$ cat config.mk
export PLATFORM = sky130hd
export DESIGN_NAME = salcp_ctrl
export DESIGN_NICKNAME = d
export VERILOG_FILES = /design/src/design/salcp_pkg.sv /design/src/design/salcp_ctrl.sv
export SDC_FILE = /design/constraint.sdc
export NUM_CORES = 1
export LEC_CHECK = 0
export BUFFER_PORTS_ARGS = -buffer_cell sky130_fd_sc_hd__buf_4
export CORE_MARGIN = 1.5
export CORE_UTILIZATION = 45
export DETAILED_ROUTE_END_ITERATION = 8
export PLACE_DENSITY = 0.68
export SYNTH_ARGS = -nofsm -noshare
export SYNTH_HDL_FRONTEND = slang
export SYNTH_SLANG_ARGS = --single-unit
$ cat constraint.sdc
create_clock -name clk -period 6.91 [get_ports clk]
set_clock_uncertainty 0.1 [all_clocks]
set_input_delay 2.073 -clock clk [delete_from_list [all_inputs] [get_ports clk]]
set_output_delay 2.073 -clock clk [all_outputs]
set_load 0.01 [all_outputs]
$ cat src/design/salcp_pkg.sv
`timescale 1ns / 1ps

package salcp_pkg;

    // Default sizing
    localparam int MAX_LEN_DEF  = 1024;
    localparam int ALPHABET_DEF = 256;

    // Clamp for the distinct substring count
    localparam logic [19:0] COUNT_MAX = 20'hFFFFF;

    // Item kinds
    localparam logic KIND_LOAD = 1'b0;
    localparam logic KIND_READ = 1'b1;

    // Result status codes
    localparam logic [1:0] STATUS_OK       = 2'd0;
    localparam logic [1:0] STATUS_BAD_READ = 2'd1;
    localparam logic [1:0] STATUS_OVERFLOW = 2'd2;

    typedef struct packed {
        logic        kind;
        logic [7:0]  char_code;
        logic        last;
        logic [10:0] rank_index;
    } item_t;

    typedef struct packed {
        logic [10:0] suffix_start;
        logic [9:0]  lcp_next;
        logic [19:0] distinct_count;
        logic        is_count;
        logic [1:0]  status;
    } result_t;

    localparam int NSTEP = 46;

    // Sequencer steps, one-hot
    typedef enum logic [NSTEP-1:0] {
        ST_IDLE     = 46'b1 << 0,
        ST_BLD_INIT = 46'b1 << 1,
        ST_CLR_B    = 46'b1 << 2,
        ST_SB_HA    = 46'b1 << 3,
        ST_SB_HB    = 46'b1 << 4,
        ST_SB_HC    = 46'b1 << 5,
        ST_PRA_B    = 46'b1 << 6,
        ST_PRB_B    = 46'b1 << 7,
        ST_SB_LA    = 46'b1 << 8,
        ST_SB_LB    = 46'b1 << 9,
        ST_SB_LC    = 46'b1 << 10,
        ST_SB_CA    = 46'b1 << 11,
        ST_SB_CB    = 46'b1 << 12,
        ST_SB_CC    = 46'b1 << 13,
        ST_SH_A     = 46'b1 << 14,
        ST_SH_B     = 46'b1 << 15,
        ST_CLR_D    = 46'b1 << 16,
        ST_DH_A     = 46'b1 << 17,
        ST_DH_B     = 46'b1 << 18,
        ST_DH_C     = 46'b1 << 19,
        ST_DH_D     = 46'b1 << 20,
        ST_PRA_D    = 46'b1 << 21,
        ST_PRB_D    = 46'b1 << 22,
        ST_DP_A     = 46'b1 << 23,
        ST_DP_B     = 46'b1 << 24,
        ST_DP_C     = 46'b1 << 25,
        ST_DP_D     = 46'b1 << 26,
        ST_RC_A     = 46'b1 << 27,
        ST_RC_B     = 46'b1 << 28,
        ST_RC_C     = 46'b1 << 29,
        ST_RC_D     = 46'b1 << 30,
        ST_CP_A     = 46'b1 << 31,
        ST_CP_B     = 46'b1 << 32,
        ST_RK_A     = 46'b1 << 33,
        ST_RK_B     = 46'b1 << 34,
        ST_KZ       = 46'b1 << 35,
        ST_KA       = 46'b1 << 36,
        ST_KB       = 46'b1 << 37,
        ST_KC       = 46'b1 << 38,
        ST_KD       = 46'b1 << 39,
        ST_KE       = 46'b1 << 40,
        ST_KF       = 46'b1 << 41,
        ST_KW       = 46'b1 << 42,
        ST_CNT_M    = 46'b1 << 43,
        ST_CNT_S    = 46'b1 << 44,
        ST_RD       = 46'b1 << 45
    } step_t;

    typedef struct packed {
        step_t step;
        logic  accept;
    } cmd_t;

    typedef struct packed {
        logic is_read;
        logic last;
        logic read_ok;
        logic idx_end;
        logic r_last;
        logic k_ok;
        logic chr_eq;
        logic h_lt;
        logic h2_lt;
    } stat_t;

endpackage

$ cat src/design/salcp_ctrl.sv
`timescale 1ns / 1ps

module salcp_ctrl (
    input  logic            clk,
    input  logic            rst_n,
    input  logic            start,
    input  salcp_pkg::stat_t st,
    output salcp_pkg::cmd_t  cmd,
    output logic            busy
);

    import salcp_pkg::*;

    step_t state_reg, state_next;

    assign busy       = (state_reg != ST_IDLE);
    assign cmd.step   = state_reg;
    assign cmd.accept = start && (state_reg == ST_IDLE);

    // Hold state
    always_ff @(posedge clk or negedge rst_n)
    begin
        if (!rst_n)
        begin
            state_reg <= ST_IDLE;
        end
        else
        begin
            state_reg <= state_next;
        end
    end

    // Sequence the build passes and reads
    always_comb
    begin
        state_next = state_reg;
        case (state_reg)
            ST_IDLE:
            begin
                if (cmd.accept)
                begin
                    if (!st.is_read)
                    begin
                        state_next = st.last ? ST_BLD_INIT : ST_IDLE;
                    end
                    else
                    begin
                        state_next = st.read_ok ? ST_RD : ST_IDLE;
                    end
                end
            end
            ST_BLD_INIT: state_next = ST_CLR_B;
            ST_CLR_B:    state_next = st.idx_end ? ST_SB_HA : ST_CLR_B;
            ST_SB_HA:    state_next = ST_SB_HB;
            ST_SB_HB:    state_next = ST_SB_HC;
            ST_SB_HC:    state_next = st.idx_end ? ST_PRA_B : ST_SB_HA;
            ST_PRA_B:    state_next = ST_PRB_B;
            ST_PRB_B:    state_next = st.idx_end ? ST_SB_LA : ST_PRA_B;
            ST_SB_LA:    state_next = ST_SB_LB;
            ST_SB_LB:    state_next = ST_SB_LC;
            ST_SB_LC:    state_next = st.idx_end ? ST_SB_CA : ST_SB_LA;
            ST_SB_CA:    state_next = ST_SB_CB;
            ST_SB_CB:    state_next = ST_SB_CC;
            ST_SB_CC:
            begin
                if (st.idx_end)
                begin
                    state_next = st.h_lt ? ST_SH_A : ST_RK_A;
                end
                else
                begin
                    state_next = ST_SB_CA;
                end
            end
            ST_SH_A:     state_next = ST_SH_B;
            ST_SH_B:     state_next = st.idx_end ? ST_CLR_D : ST_SH_A;
            ST_CLR_D:    state_next = st.idx_end ? ST_DH_A : ST_CLR_D;
            ST_DH_A:     state_next = ST_DH_B;
            ST_DH_B:     state_next = ST_DH_C;
            ST_DH_C:     state_next = ST_DH_D;
            ST_DH_D:     state_next = st.idx_end ? ST_PRA_D : ST_DH_A;
            ST_PRA_D:    state_next = ST_PRB_D;
            ST_PRB_D:    state_next = st.idx_end ? ST_DP_A : ST_PRA_D;
            ST_DP_A:     state_next = ST_DP_B;
            ST_DP_B:     state_next = ST_DP_C;
            ST_DP_C:     state_next = ST_DP_D;
            ST_DP_D:     state_next = st.idx_end ? ST_RC_A : ST_DP_A;
            ST_RC_A:     state_next = ST_RC_B;
            ST_RC_B:     state_next = ST_RC_C;
            ST_RC_C:     state_next = ST_RC_D;
            ST_RC_D:     state_next = st.idx_end ? ST_CP_A : ST_RC_A;
            ST_CP_A:     state_next = ST_CP_B;
            ST_CP_B:
            begin
                if (st.idx_end)
                begin
                    state_next = st.h2_lt ? ST_SH_A : ST_RK_A;
                end
                else
                begin
                    state_next = ST_CP_A;
                end
            end
            ST_RK_A:     state_next = ST_RK_B;
            ST_RK_B:     state_next = st.idx_end ? ST_KZ : ST_RK_A;
            ST_KZ:       state_next = ST_KA;
            ST_KA:       state_next = ST_KB;
            ST_KB:
            begin
                if (st.r_last)
                begin
                    state_next = st.idx_end ? ST_CNT_M : ST_KA;
                end
                else
                begin
                    state_next = ST_KC;
                end
            end
            ST_KC:       state_next = ST_KD;
            ST_KD:       state_next = st.k_ok ? ST_KE : ST_KW;
            ST_KE:       state_next = ST_KF;
            ST_KF:       state_next = st.chr_eq ? ST_KD : ST_KW;
            ST_KW:       state_next = st.idx_end ? ST_CNT_M : ST_KA;
            ST_CNT_M:    state_next = ST_CNT_S;
            ST_CNT_S:    state_next = ST_IDLE;
            ST_RD:       state_next = ST_IDLE;
            default:     state_next = ST_IDLE;
        endcase
    end

endmodule

==> impl_metrics.py, run 1 <==
metrics = {
    "status": {
        "status": "completed",
    },
    "worst_setup_path": {
        "worstPathMaxFanout": 8,
        "r2r-start": "state_reg[28]",
        "crit_start": "state_reg[28]",
        "r2r_setup_slack_ns": 3.80,
        "start_kind": "flip-flop",
        "worst_setup_path_end_kind": "output pin",
        "worst-setup-path-type": "flip-flop to output pin",
        "required_ns": 4.74,
        "critPathArrivalTime_ns": 3.10,
    },
    "power_and_ir_drop": {
        "pwr_density_cell_nw_per_um2": 194,
        "leakage_uw": 0.00163,
        "ir_drop_v": 0.0000954,
    },
    "cells_and_area": {
        "final_core_util_pct": 56.3,
        "drive_above_1_share_pct": 24.6,
        "syn2layout_area_growth_pct": 21.0,
        "insertedDiodeCount": 0,
        "largest_register_ffs": 46,
        "finalInstanceArea_um2": 3330,
        "nets": 360,
        "nFillCells": 548,
    },
    "logic_synthesis": {
        "seq_area_frac_synth_pct": 41.9,
        "syn_avg_cell_area_um2": 9.36,
        "yosysMostFrequentCell": "dfrtp_1",
        "synth_top_cell_by_area": "dfrtp_1",
        "syn_inst": 294,
        "netlist_area_um2": 2750,
        "ys_ff_latch": 46,
        "ys_async_sr_fraction_pct": 100,
        "synth_top_cell_area_share_pct": 40.9,
        "synth_edf_count": 0,
        "ys_types": 51,
        "syn_nets": 306,
        "yosys-top-cells-count": "dfrtp_1 (45), nor2_1 (33), nand2_1 (20)",
        "ys_warn_count": 0,
        "synth-main-ff-cell": "dfrtp_1",
        "yosys-top-cells-area": "dfrtp_1 (41%), nor2_1 (4.5%), nor4_1 (3.2%), xor2_1 (3.2%), nor3_1 (3.1%)",
    },
    "clock_tree": {
        "cts_inserted_buffers": 5,
        "path_clk_slew_ns": 0.09,
        "cts_tree": "done",
        "clockRootBuffer": "clkbuf_8",
        "clock_latency_ns": 0.30,
        "cts-htree-levels": 2,
        "cts_max_path_buffers": 2,
        "cts_resized": 0,
        "holdBufCountCts": 0,
        "cts_setup_buffers": 0,
        "cts_num_sinks": 46,
    },
    "flow_run": {
        "maxCapViolations": 0,
    },
    "global_route": {
        "grt_usage_pct": 21.8,
        "grt_overflow_total": 0,
        "grt_max_degree": 47,
        "grt_pass1_vias": 2375,
        "grt_pass1_wl_um": 11200,
        "antenna_found_initial": 0,
    },
    "worst_hold_path": {
        "min_from": "state_reg[28]",
        "hold_class": "flip-flop to flip-flop",
    },
    "timing": {
        "rsz0062_at_grt": "no",
        "report.final.slew_viol_count": 0,
        "hold-worst-slack_ns": 0.430,
        "min_period_ns": 5.27,
        "fin_ws_ns": 1.64,
        "setup_viol": 0,
        "slew_headroom_pct": 52.7,
        "fmax_ghz": 0.190,
        "post-route-period-util_pct": 76.3,
        "final.setup.tns_ns": 0,
        "hold_viol": 0,
        "worstMarginPinSlew_ns": 0.703,
    },
    "drt": {
        "ant_nets": 0,
        "drt_wl_total_um": 6730,
        "wl_per_cell_um": 15.9,
        "vias_per_cell": 5.82,
        "dr_total_vias": 2468,
        "drtIter0Drc": 141,
        "firstDrtPassIters": 4,
        "drc_errors": 0,
    },
    "place": {
        "gp_congestion": 0.838,
        "place_area_um2": 3240,
        "portBuffers": 59,
        "place_ws_ns": 2.01,
        "hpwl_um": 4880,
    },
    "floorplan": {
        "die_y_um": 81.2,
        "row_count": 28,
        "dieArea_um2": 6600,
        "pin_count": 60,
        "start_util_pct": 46.5,
        "die_w_um": 81.2,
        "core_um2": 5920,
    },
}
## per-layer routing
layer / up-vias / track usage (%) / share of wire, %
met5: - / 0 / 0
met2: 64 / 35.2 / 48
met4: 0 / 5.69 / 1.4
met1: 1169 / 30.2 / 46
li1: 1227 / - / -
met3: 8 / 3.93 / 4.7
## path summary, 6_finish.rpt
path	end	cells past startpoint
max	cmd[0]	7
min	state_reg[32]	1
max reg2reg	state_reg[14]	6
min reg2reg	state_reg[32]	1
max in group asynchronous	state_reg[36]	1
min in group asynchronous	state_reg[37]	1
## cell usage in the layout (no fill, tap or decap), types with 3 or more instances in the layout
cell type  instances
or4_1              3
nor4b_1            6
nor4_2             3
nand2_1           20
nor2_1            33
dfrtp_1           45
clkbuf_8           6
o2111ai_1          4
inv_1              9
xor2_1            10
nand2b_1          13
and4b_1            3
nor4_4             4
and3_1             6
nand3_1            9
nand4b_1           5
nand4_1           10
o21ai_0           13
nor3_1            17
and3b_1            5
buf_4             59
mux2i_1            5
a21oi_1            8
nor4_1            14
## worst max-delay path, stage by stage, from the launching register on
cell and delay (ns):
dfrtp_1 0.43, nor3_1 0.59, nand3_1 0.42, nor4_4 0.59, nand4_1 0.23, or2_2 0.35, inv_1 0.06, buf_4 0.11
## logic make-up after synthesis
group | count (synthesis) | share of synthesized area [%]
AOI/OAI and AO/OA | 44 | 11.3
xor gates and xnor gates | 11 | 3.50
buffers and inverters | 21 | 3.00
DFF | 46 | 41.9
muxes | 5 | 1.82
and+or+nand+nor | 167 | 38.5
## layout make-up
| type | instances | area, um^2 | share of cell area, % |
|---|---|---|---|
| clock inverters | 1 | 5.00 | 0.150 |
| multi-input cells | 227 | 1520 | 45.6 |
| repair buffers | 59 | 443 | 13.3 |
| clock buffers | 7 | 86.3 | 2.59 |
| inverters | 9 | 33.8 | 1.01 |
| well taps | 75 | 93.8 | 2.82 |
| flip-flops and latches | 46 | 1150 | 34.6 |
## power by group
part	internal [uW]	total, uW	switching (uW)
clock network	81.0	175	94.0
registers	278	292	14.1
logic	71.9	181	109
## through the flow
| stage | power [uW] | instances |
|---|---|---|
| 4_1_cts | 653 | 424 |
| 6_report | 648 | 424 |
| 5_1_grt | 689 | 424 |
| 2_1_floorplan | 419 | 294 |
| 3_5_place_dp | 478 | 416 |
| 3_3_place_gp | 476 | 416 |
No activity file was read; power rests on OpenSTA's default activity.
==> run 2: changes to the inputs <==
PLACE_DENSITY = 0.71   (was 0.68)
clock period = 4.5 ns   (was 6.91 ns; I/O delays follow)
==> impl_metrics.py, run 2 (synthesized netlist as in run 1, its figures left out) <==
metrics = {
    "worst_setup_path": {
        "path_cells": "nor4_1, nand3_1, nor4_4, nand4_1, or2_2, inv_1, buf_4",
        "critPathArrivalTime_ns": 2.74,
        "cp_slowest_stage_delay_ns": 0.50,
        "worst-setup-path-type": "flip-flop to output pin",
        "worstPathMaxFanout": 9,
        "required_ns": 3.05,
        "start_kind": "flip-flop",
        "critPathSlowestCell": "nor4_1",
        "worst_setup_path_end_kind": "output pin",
    },
    "cells_and_area": {
        "final_cell_mix": "buf_4 (62), dfrtp_1 (45), nor2_1 (33), nand2_1 (20), nor3_1 (17)",
        "layoutNonFillerInstCount": 427,
        "syn2layout_area_growth_pct": 22.4,
        "final_common_cell": "buf_4",
        "nets": 363,
        "largest_register_ffs": 46,
        "drive_above_1_share_pct": 25.0,
        "insertedDiodeCount": 0,
    },
    "global_route": {
        "grt_usage_pct": 22.5,
        "grt_pass1_wl_um": 11500,
        "grt_pass1_vias": 2288,
        "grt_overflow_total": 0,
        "antenna_found_initial": 0,
        "grt_max_degree": 47,
    },
    "power_and_ir_drop": {
        "pwr_density_cell_nw_per_um2": 310,
        "leakage_uw": 0.00165,
        "ir_drop_v": 0.000154,
    },
    "clock_tree": {
        "holdBufCountCts": 0,
        "cts_resized": 0,
        "cts_inserted_buffers": 5,
        "cts_max_path_buffers": 2,
        "cts_tree": "done",
        "path_clk_slew_ns": 0.09,
        "cts-htree-levels": 2,
        "clockRootBuffer": "clkbuf_8",
        "cts_setup_buffers": 0,
        "cts_num_sinks": 46,
        "clock_latency_ns": 0.30,
    },
    "worst_hold_path": {
        "hold_class": "flip-flop to flip-flop",
    },
    "drt": {
        "wl_per_cell_um": 16.1,
        "drtIter0Drc": 228,
        "vias_per_cell": 5.90,
        "drc_errors": 0,
        "firstDrtPassIters": 4,
        "dr_total_vias": 2518,
        "drt_wl_total_um": 6880,
        "ant_nets": 0,
    },
    "place": {
        "dp_cells": 419,
        "hpwl_um": 4930,
        "portBuffers": 59,
        "gp_congestion": 0.857,
    },
    "floorplan": {
        "row_count": 28,
        "die_y_um": 81.2,
        "start_util_pct": 46.5,
        "core_um2": 5920,
        "pin_count": 60,
        "dieArea_um2": 6600,
        "die_w_um": 81.2,
    },
    "timing": {
        "min_period_ns": 4.19,
        "final.setup.tns_ns": 0,
        "hold_viol": 0,
        "post-route-period-util_pct": 93.1,
        "setup_viol": 0,
        "fmax_ghz": 0.239,
        "report.final.slew_viol_count": 0,
        "rsz0062_at_grt": "no",
        "worstMarginPinSlew_ns": 0.746,
        "slew_headroom_pct": 49.8,
    },
    "status": {
        "status": "completed",
    },
    "flow_run": {
        "maxCapViolations": 0,
    },
}
-- run 2: changes by cell type in the layout (fill, tap and decap cells not counted) --
cell	before	now
buf_4	59	62
bufinv_16	0	1
clkbuf_1	1	2
clkbuf_8	6	5
clkinv_2	1	0
-- run 2: worst paths after layout --
path	start	to	slack, ns	cells after the start
max	state_reg[20]	cmd[0]	0.31	7
min	state_reg[28]	state_reg[32]	0.45	1
max reg2reg	state_reg[20]	state_reg[14]	1.48	6
min reg2reg	state_reg[28]	state_reg[32]	0.45	1
max in group asynchronous	rst_n	state_reg[10]	2.94	1
min in group asynchronous	rst_n	state_reg[1]	0.95	1
-- run 2: cell type report --
type	count	area [um^2]
Clock buffer	7	76.3
Sequential cell	46	1150
Inverter	9	33.8
Fill cell	566	2550
Timing Repair Buffer	62	465
Clock inverter	1	30.0
Tap cell	75	93.8
Multi-Input combinational cell	227	1520
-- run 2: layer usage --
metal	track usage, %	wire [um]	vias to the layer above
li1	-	-	1233
met1	32.2	3200	1212
met2	35.6	3300	69
met3	3.71	336	4
met4	4.83	40	0
met5	0	0	-
-- run 2: power breakdown --
part	switching, uW	internal, uW	leakage (uW)
combinational	171	114	0.000962
clock	144	167	0.0000524
sequential	22.5	426	0.000637
total	338	707	0.00165
-- run 2: metrics by stage --
stage | utilization, % | total power (uW) | hold WS (ns) | area, um^2 | worst slack, ns
after floorplan | - | 643 | 0.445 | 2750 | 0.625
after global placement | 55.1 | 737 | 0.423 | 3260 | 0.710
after detailed placement | 55.1 | 741 | 0.442 | 3260 | 0.636
after CTS | 56.9 | 1050 | 0.457 | 3370 | 0.307
after global routing | 56.9 | 1100 | 0.503 | 3370 | 0.124
final | 56.9 | 1040 | 0.449 | 3370 | 0.309
-- run 2: critical path, delay by kind of cell, from the launching register on --
family,cells,cell delay [ns]
buf+inv,2,0.17
flops,1,0.49
simple gates,5,1.79
==> run 3: changes to the inputs <==
==> constraint.sdc (replaced) <==
create_clock -name clk -period 4.5 [get_ports clk]
set_clock_uncertainty 0.1 [all_clocks]
set_input_delay 0.9 -clock clk [delete_from_list [all_inputs] [get_ports clk]]
set_output_delay 0.9 -clock clk [all_outputs]
set_load 0.01 [all_outputs]
==> impl_metrics.py, run 3 (synthesized netlist as in run 1, its figures left out) <==
metrics = {
    "status": {
        "status": "completed",
    },
    "worst_setup_path": {
        "start_kind": "flip-flop",
        "worst_setup_path_end_kind": "output pin",
        "r2r_setup_slack_ns": 1.47,
        "cp_slowest_stage_delay_ns": 0.50,
        "cpMostUsedCell": "buf_4",
        "worst-setup-path-type": "flip-flop to output pin",
        "critPathArrivalTime_ns": 2.84,
        "path_cells": "nor4_1, nand3_1, nor4_4, buf_4, nand4_1, or2_2, inv_1, buf_4",
        "required_ns": 3.50,
        "worstPathMaxFanout": 9,
        "critPathSlowestCell": "nor4_1",
    },
    "place": {
        "place_ws_ns": 1.00,
        "gp_congestion": 0.822,
        "hpwl_um": 5010,
        "portBuffers": 59,
    },
    "cells_and_area": {
        "nets": 362,
        "largest_register_ffs": 46,
        "syn2layout_area_growth_pct": 21.7,
        "nFillCells": 568,
        "insertedDiodeCount": 0,
        "final_core_util_pct": 56.6,
        "final_cell_mix": "buf_4 (61), dfrtp_1 (45), nor2_1 (33), nand2_1 (20), nor3_1 (17)",
        "final_common_cell": "buf_4",
        "drive_above_1_share_pct": 25.4,
    },
    "power_and_ir_drop": {
        "finalPower_uw": 1010,
        "pwr-share-seq_pct": 44.6,
        "p_comb_share_pct": 28.4,
        "switching_share_pct": 34.0,
        "pwr-share-clk_pct": 27.0,
        "ir_drop_v": 0.000182,
        "pwr_density_cell_nw_per_um2": 300,
        "leakage_uw": 0.00164,
        "switchingPower_uw": 342,
        "internal_power_uw": 664,
    },
    "drt": {
        "drc_errors": 0,
        "firstDrtPassIters": 4,
        "wl_per_cell_um": 16.0,
        "ant_nets": 0,
        "drt_wl_total_um": 6820,
        "drtIter0Drc": 228,
        "vias_per_cell": 5.98,
        "dr_total_vias": 2549,
    },
    "floorplan": {
        "core_um2": 5920,
        "die_w_um": 81.2,
        "die_y_um": 81.2,
        "dieArea_um2": 6600,
        "start_util_pct": 46.5,
        "row_count": 28,
        "pin_count": 60,
    },
    "timing": {
        "rsz0062_at_grt": "no",
        "post-route-period-util_pct": 85.2,
        "worstMarginPinSlew_ns": 0.731,
        "fin_ws_ns": 0.665,
        "slew_headroom_pct": 50.8,
        "hold-worst-slack_ns": 0.459,
        "fmax_ghz": 0.261,
        "setup_viol": 0,
        "min_period_ns": 3.84,
        "final.setup.tns_ns": 0,
        "report.final.slew_viol_count": 0,
        "hold_viol": 0,
    },
    "global_route": {
        "antenna_found_initial": 0,
        "grt_usage_pct": 21.9,
        "grt_pass1_vias": 2330,
        "grt_max_degree": 47,
        "grt_pass1_wl_um": 11200,
        "grt_overflow_total": 0,
    },
    "clock_tree": {
        "cts_inserted_buffers": 5,
        "cts_num_sinks": 46,
        "cts-htree-levels": 2,
        "clockRootBuffer": "clkbuf_8",
        "cts_tree": "done",
        "cts_resized": 0,
        "holdBufCountCts": 0,
        "cts_max_path_buffers": 2,
        "cts_setup_buffers": 0,
        "path_clk_slew_ns": 0.09,
        "clock_latency_ns": 0.30,
    },
    "worst_hold_path": {
        "hold_class": "flip-flop to flip-flop",
    },
    "flow_run": {
        "maxCapViolations": 0,
    },
}
-- run 3: cell count changes in the layout (fill, tap and decap cells not counted) --
cell | before | now
clkinv_2 | 0 | 1
bufinv_16 | 1 | 0
clkbuf_8 | 5 | 6
clkbuf_1 | 2 | 0
buf_4 | 62 | 61
clkinvlp_4 | 0 | 1
-- run 3: power by group through the flow --
stage	clock, uW	combinational [uW]	sequential, uW
2_1_floorplan	0	195	448
3_3_place_gp	0	279	456
3_5_place_dp	0	282	457
4_1_cts	278	284	449
5_1_grt	298	313	452
6_report	272	286	448
-- run 3: cell type report --
class | instances | area, um^2 | share of cell area (%)
Multi-Input combinational cell | 227 | 1520 | 45.3
Sequential cell | 46 | 1150 | 34.4
Timing Repair Buffer | 61 | 458 | 13.7
Tap cell | 75 | 93.8 | 2.80
Clock buffer | 6 | 82.6 | 2.46
Inverter | 9 | 33.8 | 1.01
Clock inverter | 2 | 12.5 | 0.373
-- run 3: worst max-delay path, delay by kind of cell (launching register included) --
family	cells	cell delay, ns
buffers and inverters	3	0.37
DFF	1	0.48
and+or+nand+nor	5	1.69
-- run 3: metal layers --
metal,share of wire [%],track usage [%]
met1,46,30.3
met2,49,36.1
met3,4.8,3.82
met4,0.81,4.14
met5,0,0
-- run 3: worst paths after layout --
kind	cells past startpoint	to	startpoint
hold / removal	1	state_reg[25]	state_reg[25]
max in group asynchronous	1	state_reg[26]	rst_n
setup reg to reg	6	state_reg[33]	state_reg[20]
setup / recovery	8	cmd[0]	state_reg[20]
hold reg to reg	1	state_reg[25]	state_reg[25]
min in group asynchronous	1	state_reg[2]	rst_n
-- run 3: metrics by stage --
step | std cells | instance area [um^2]
after CTS | 426 | 3350
final | 426 | 3350
after global routing | 426 | 3350
after global placement | 418 | 3260
after detailed placement | 418 | 3260
after floorplan | 294 | 2750
